[src/hw/rtl/bir_pkg.sv]
package bir_pkg;

    localparam int POS_W     = 12;
    localparam int PIX_W     = 8;
    localparam int SRC_W     = 9;
    localparam int TGT_W     = 13;
    localparam int CFG_W     = 13;
    localparam int TGT_MAX   = 4096;
    localparam int TGT_RST   = 224;
    localparam int QUO_W     = 18;
    localparam int REM_W     = 13;
    localparam int PROD_W    = 22;
    localparam int BASE_W    = 11;
    localparam int WGT_W     = 28;
    localparam int W2D_W     = 2 * WGT_W;
    localparam int ACC_W     = 64;
    localparam int CNT_W     = 5;
    localparam int DIV_STEPS = QUO_W;
    localparam int TAPS      = 16;

    localparam logic CMD_STORE   = 1'b0;
    localparam logic CMD_COMPUTE = 1'b1;

    localparam logic [1:0] REG_SRC_WIDTH  = 2'd0;
    localparam logic [1:0] REG_SRC_HEIGHT = 2'd1;
    localparam logic [1:0] REG_TGT_WIDTH  = 2'd2;
    localparam logic [1:0] REG_TGT_HEIGHT = 2'd3;

    typedef enum logic [3:0] {
        ST_IDLE,
        ST_CHECK,
        ST_DIV_X,
        ST_SAVE_X,
        ST_DIV_Y,
        ST_SAVE_Y,
        ST_WGT_SQ,
        ST_WGT_CUBE,
        ST_WGT_SUM,
        ST_TAP,
        ST_DRAIN,
        ST_FINISH
    } state_t;

    typedef struct packed {
        logic       store;
        logic       load;
        logic       div_load;
        logic       div_sel_y;
        logic       div_step;
        logic       save_x;
        logic       save_y;
        logic       wgt_sq;
        logic       wgt_cube;
        logic       wgt_sum;
        logic       tap_en;
        logic [3:0] tap;
        logic       out_load;
    } bir_cmd_t;

    typedef struct packed {
        logic oor;
    } bir_sts_t;

endpackage

[src/hw/rtl/bir_ctrl.sv]
module bir_ctrl
    import bir_pkg::*;
(
    input  logic     aclk,
    input  logic     aresetn,
    input  logic     s_valid,
    output logic     s_ready,
    input  logic     s_command,
    output logic     m_valid,
    input  logic     m_ready,
    input  bir_sts_t sts,
    output bir_cmd_t cmd
);

    state_t             state_reg, state_next;
    logic [CNT_W-1:0]   cnt_reg, cnt_next;
    logic               m_valid_reg, m_valid_next;
    logic               out_free;

    assign out_free = !m_valid_reg || m_ready;
    assign s_ready  = (state_reg == ST_IDLE);
    assign m_valid  = m_valid_reg;

    always_comb begin
        state_next = state_reg;
        unique case (state_reg)
            ST_IDLE: begin
                if (s_valid && s_command == CMD_COMPUTE) state_next = ST_CHECK;
            end
            ST_CHECK:    state_next = sts.oor ? ST_FINISH : ST_DIV_X;
            ST_DIV_X: begin
                if (cnt_reg == CNT_W'(DIV_STEPS - 1)) state_next = ST_SAVE_X;
            end
            ST_SAVE_X:   state_next = ST_DIV_Y;
            ST_DIV_Y: begin
                if (cnt_reg == CNT_W'(DIV_STEPS - 1)) state_next = ST_SAVE_Y;
            end
            ST_SAVE_Y:   state_next = ST_WGT_SQ;
            ST_WGT_SQ:   state_next = ST_WGT_CUBE;
            ST_WGT_CUBE: state_next = ST_WGT_SUM;
            ST_WGT_SUM:  state_next = ST_TAP;
            ST_TAP: begin
                if (cnt_reg == CNT_W'(TAPS - 1)) state_next = ST_DRAIN;
            end
            ST_DRAIN:    state_next = ST_FINISH;
            ST_FINISH: begin
                if (out_free) state_next = ST_IDLE;
            end
            default:     state_next = ST_IDLE;
        endcase
    end

    always_comb begin
        cmd          = '0;
        cmd.tap      = cnt_reg[3:0];
        cnt_next     = '0;
        m_valid_next = m_valid_reg;
        if (m_ready) m_valid_next = 1'b0;
        unique case (state_reg)
            ST_IDLE: begin
                cmd.store = s_valid && s_command == CMD_STORE;
                cmd.load  = s_valid && s_command == CMD_COMPUTE;
            end
            ST_CHECK:    cmd.div_load = !sts.oor;
            ST_DIV_X, ST_DIV_Y: begin
                cmd.div_step = 1'b1;
                cnt_next     = cnt_reg + 1'b1;
                if (cnt_reg == CNT_W'(DIV_STEPS - 1)) cnt_next = '0;
            end
            ST_SAVE_X: begin
                cmd.save_x    = 1'b1;
                cmd.div_load  = 1'b1;
                cmd.div_sel_y = 1'b1;
            end
            ST_SAVE_Y:   cmd.save_y   = 1'b1;
            ST_WGT_SQ:   cmd.wgt_sq   = 1'b1;
            ST_WGT_CUBE: cmd.wgt_cube = 1'b1;
            ST_WGT_SUM:  cmd.wgt_sum  = 1'b1;
            ST_TAP: begin
                cmd.tap_en = 1'b1;
                cnt_next   = cnt_reg + 1'b1;
                if (cnt_reg == CNT_W'(TAPS - 1)) cnt_next = '0;
            end
            ST_DRAIN: ;
            ST_FINISH: begin
                if (out_free) begin
                    cmd.out_load = 1'b1;
                    m_valid_next = 1'b1;
                end
            end
            default: ;
        endcase
    end

    always_ff @(posedge aclk) begin
        if (!aresetn) begin
            state_reg   <= ST_IDLE;
            cnt_reg     <= '0;
            m_valid_reg <= 1'b0;
        end else begin
            state_reg   <= state_next;
            cnt_reg     <= cnt_next;
            m_valid_reg <= m_valid_next;
        end
    end

endmodule

[config.mk]
export PLATFORM = sky130hd
export DESIGN_NAME = bir_ctrl
export DESIGN_NICKNAME = d
export VERILOG_FILES = /design/src/hw/rtl/bir_pkg.sv /design/src/hw/rtl/bir_ctrl.sv
export SDC_FILE = /design/constraint.sdc
export NUM_CORES = 1
export LEC_CHECK = 0
export BUFFER_PORTS_ARGS = -buffer_cell sky130_fd_sc_hd__buf_2
export CAP_MARGIN = 20
export CORE_UTILIZATION = 52
export CTS_BUF_LIST = sky130_fd_sc_hd__clkbuf_4 sky130_fd_sc_hd__clkbuf_8 sky130_fd_sc_hd__clkbuf_16
export DETAILED_ROUTE_END_ITERATION = 10
export PLACE_DENSITY = 0.88
export SYNTH_ARGS = -nofsm -noshare
export SYNTH_HDL_FRONTEND = slang
export SYNTH_SLANG_ARGS = --single-unit
[constraint.sdc]
create_clock -name aclk -period 4.28 [get_ports aclk]
set_input_delay 0 -clock aclk [delete_from_list [all_inputs] [get_ports aclk]]
set_output_delay 0 -clock aclk [all_outputs]
set_load 0.05 [all_outputs]
**Word-level counts from Yosys, hierarchy flattened**

Index checks and enable logic that the tools add are counted.

- Input port bits: 6
- Register bits: 10

- Reduce and logical (&&, ||, !) cells: 8
- Muxes and demuxes: 24
- Equality and inequality tests: 18
- Add/sub/neg operators: 1
- Bitwise logic cells: 1

Operator list:

| cell | count |
|---|---|
| $pmux 4 s12 | 1 |
| $mux 4 | 6 |
| $eq 4x3->1 const B | 4 |
| $eq 4x4->1 const B | 4 |
| $mux 1 | 12 |
| $mux 5 | 2 |
| $pmux 5 s2 | 1 |
| $eq 4x2->1 const B | 2 |
| $ne 2x2->1 const B | 4 |
| $add 5x1->5 const B | 1 |
| $eq 5x4->1 const B | 1 |
| $eq 5x5->1 const B | 1 |
| $reduce_and 5->1 | 1 |
| $eq 4x1->1 const B | 1 |
| $logic_not 4->1 | 1 |
| $logic_and 1x1->1 | 2 |
| $logic_not 1->1 | 2 |
| $mux 2 | 1 |
| $ne 2x1->1 const B | 1 |
| $pmux 1 s2 | 1 |
| $reduce_or 2->1 | 1 |
| $logic_or 1x1->1 | 1 |
| $not 1->1 | 1 |

**Logic depth before layout (Yosys ltp)**

- Depth in word-level cells: 4
- Depth in mapped cells: 7

**Worst setup path before layout**

No wires, ideal clock.

- Path kind: register to output
- From: reg state_reg[3]
- To: out cmd[15] (netlist bit)
- Data arrival time: 2343 ps
- Cell stages (with the launch flop): 5
- Slack: 1937 ps
- Cell sequence: dfxtp_1 > buf_6 > nor4_2 > nand2_1 > nor2_1

RTL lines:

| item | line | RTL |
|---|---|---|
| from (decl) | bir_ctrl.sv:15 | `state_t state_reg, state_next;` |
| from (signal assigned) | bir_ctrl.sv:101 | `state_reg <= state_next;` |
| to (decl) | bir_ctrl.sv:12 | `output bir_cmd_t cmd` |

**Final worst setup path**

- From: reg state_reg[2]
- To: reg state_reg[3]

- Word-level cells in the longest chain between the ends: 3

Ends and longest elaborated chain:

| item | line | RTL |
|---|---|---|
| $eq 4x4->1, or another cell as far along | bir_ctrl.sv:26 | `unique case (state_reg)` |
| $ne 2x2->1 (no line) / $ne 2x1->1 (equally long branches) | - |  |
| $reduce_and 5->1 (no line) | - |  |

Parallel ways exist; a longest one is shown, timed or not.
A chain may end at the register's enable or synchronous reset.

==> impl_metrics.json <==
{
  "grt_pass1_vias": 495,
  "ys_seq_area_share_pct": 27.1,
  "instances_no_fill": 121,
  "htree_num_levels": 1,
  "synth_seq_cells": 10,
  "grt_start_max_net_pins": 18,
  "cp_top_family": "flip-flops",
  "drtIter0Drc": 19,
  "critPathCapture": "state_reg[3]$_SDFFE_PN0P_",
  "final_nets": 117,
  "r2r_slack_ns": 2.40,
  "via_per_inst": 5.45,
  "fin_skew_ns": 0.00217,
  "dr.pass1.iters": 4,
  "cts_hold_buf": 0,
  "rsz0062_at_grt": "no",
  "synth.top_cell.area_share_pct": 27.1,
  "cpPeakStageDelay_ns": 0.65,
  "worst-path-buf-inv": 0,
  "avgSynthCellArea_um2": 8.20,
  "core-area_um2": 1320,
  "worst_slack_ns": 2.40,
  "wl_per_cell_um": 11.5,
  "grt_overflow": 0,
  "start_kind": "register",
  "largest_register_ffs": 5,
  "path_depth": 4,
  "gp_congestion": 0.790,
  "worstSkewPairLatency_ns": 0.28,
  "clockBufferDepth": 2,
  "die_x_um": 39.7,
  "synth_nets": 100,
  "maxCapViolCount": 0,
  "utilization_pct": 63.0,
  "synth_area_leaders": "dfxtp_1 (27%), ha_1 (6.8%), buf_4 (6.1%)",
  "numPortBuffers": 23,
  "cp_slowest_cell": "dfxtp_1",
  "pre_cts_ws_ns": 2.43,
  "place_hpwl_um": 972,
  "area_growth_pct": 12.4,
  "synth-async-reset-ratio_pct": 0,
  "tightestPinTransition_ns": 0.530,
  "r2r_cells": 4,
  "detail-route-antenna-nets": 0,
  "grt_pass1_wl_mm": 2.04,
  "outcome": "finished clean",
  "fin_crit_ns": 1.88,
  "diodes": 0,
  "crit_type": "register to register",
  "synth_edf_count": 0,
  "die_h_um": 39.7,
  "cp.required_ns": 4.45,
  "leakage_nw": 0.400,
  "place_area_um2": 793,
  "netlist_area_um2": 738,
  "cts_buffers": 3,
  "wl_mm": 1.39,
  "fillers": 109,
  "power.density_nw_per_um2": 680,
  "final_hold_viol_count": 0,
  "fin_tns_setup_ns": 0,
  "rows": 13,
  "start_util_pct": 56.0,
  "setup_viol_count_final": 0,
  "slew_violations": 0,
  "ys.flop_type": "dfxtp_1",
  "cts_root_buf": "clkbuf_4",
  "cts.sink_count": 10,
  "seq_area_um2": 200,
  "antenna_found_initial": 0,
  "postCtsSetupBuffers": 0,
  "ys_top_cells_by_count": "dfxtp_1 (10), nand2_1 (10), nor2_1 (9), buf_4 (6)",
  "hold_path_class": "input pin to register",
  "critPathCaptureType": "register",
  "vdd_drop_max_v": 0.000326,
  "vias": 660,
  "io_pins": 24,
  "slew_headroom_pct": 64.6,
  "fin_area_um2": 830,
  "fmax_mhz": 531,
  "cts_tree": "done",
  "clk_pin_slew_worst_paths_ns": 0.07,
  "drive_gt1_share_pct": 31.1,
  "yosysTopAreaCell": "dfxtp_1",
  "cts_resized": 0,
  "dieArea_um2": 1570,
  "critPathArrivalTime_ns": 2.05,
  "r2r_end": "state_reg[3]$_SDFFE_PN0P_",
  "startpoint": "state_reg[2]$_SDFFE_PN0P_",
  "place_inst": 117,
  "drc": 0,
  "syn_inst": 90,
  "timing.final.crit_share_pct": 44.0,
  "ys_types": 36,
  "path_cells": "and4b_4 -> a22o_4 -> or2_1 -> o311a_1",
  "worst-path-max-fanout": 17,
  "grt_usage_pct": 19.7,
  "yosysWarnings": 0,
  "reg2reg_from": "state_reg[2]$_SDFFE_PN0P_",
  "multi_input_area_um2": 440
}
-- cells by family after synthesis --
kind of cell / Yosys count / synth area share (%)
flip-flops: 10 / 27.1
AO/OA/AOI/OAI: 16 / 17.3
XOR/XNOR: 3 / 3.56
adder cells (fa/ha/maj): 4 / 6.78
AND/OR/NAND/NOR: 41 / 32.0
buffers and inverters: 16 / 13.2
-- worst register-to-register path, stage by stage, from the launching register on --
cell and delay, ns:
dfxtp_1 0.65, and4b_4 0.29, a22o_4 0.27, or2_1 0.23, o311a_1 0.33
-- cells in the final DEF, fill, tap and decap left out --
master     instances
and3_1             1
o31a_1             1
o32ai_2            1
nor2b_1            3
o211ai_1           2
nand2b_1           2
dfxtp_1           10
o31ai_1            1
nand3_1            2
nor3b_1            1
clkbuf_8           1
xor2_1             1
or2_1              2
inv_2              1
a22o_4             1
buf_2             23
nor4_1             3
clkbuf_4           3
o311a_1            1
xnor2_1            2
nor2_1             9
o21ai_0            1
o21ai_1            1
nand2_1           10
nor3_1             2
nand4bb_1          1
nor4_2             1
ha_1               4
o21a_1             2
nand4b_1           1
or4b_1             1
and4b_4            1
and4bb_2           1
a21oi_1            4
a21o_1             1
inv_1              4
-- worst min-delay path by stage --
stage | depth (start not counted) | to | startpoint | slack, ns
finish | 2 | m_valid$_SDFF_PN0_ | aresetn | 0.04
global route | 2 | m_valid$_SDFF_PN0_ | aresetn | 0.05
CTS | 2 | state_reg[0]$_SDFFE_PN0P_ | aresetn | 0.03
detailed placement | 2 | state_reg[0]$_SDFFE_PN0P_ | aresetn | 0.33
global placement | 2 | state_reg[3]$_SDFFE_PN0P_ | aresetn | 0.32
floorplan | 1 | cmd[15] | s_command | 0.18
-- final cells by class --
type	instances	share of cell area [%]
repair buffers	23	13.9
well taps	15	2.26
multi-input cells	64	53.1
flip-flops and latches	10	24.1
inverters	5	2.26
clock buffers	4	4.37
-- report_power, final --
group	total, mW	internal [mW]	switching [mW]
clock	0.0889	0.0518	0.0371
sequential	0.162	0.110	0.0518
combinational	0.314	0.104	0.210
total	0.564	0.266	0.299
-- per-stage QoR --
stage	hold slack, ns	power (mW)
after floorplan	0.176	0.437
after global placement	0.319	0.467
after detailed placement	0.326	0.473
after CTS	0.0334	0.564
after global routing	0.0464	0.598
final	0.0385	0.564
-- routing by layer --
metal	track usage, %	share of wire, %	up-vias
met5	0	0	-
met4	11.2	0.93	0
met3	3.41	5.1	2
met2	30.3	47	19
met1	25.3	46	297
li1	-	-	342
Note: power is estimated with default switching activity, not from simulation.
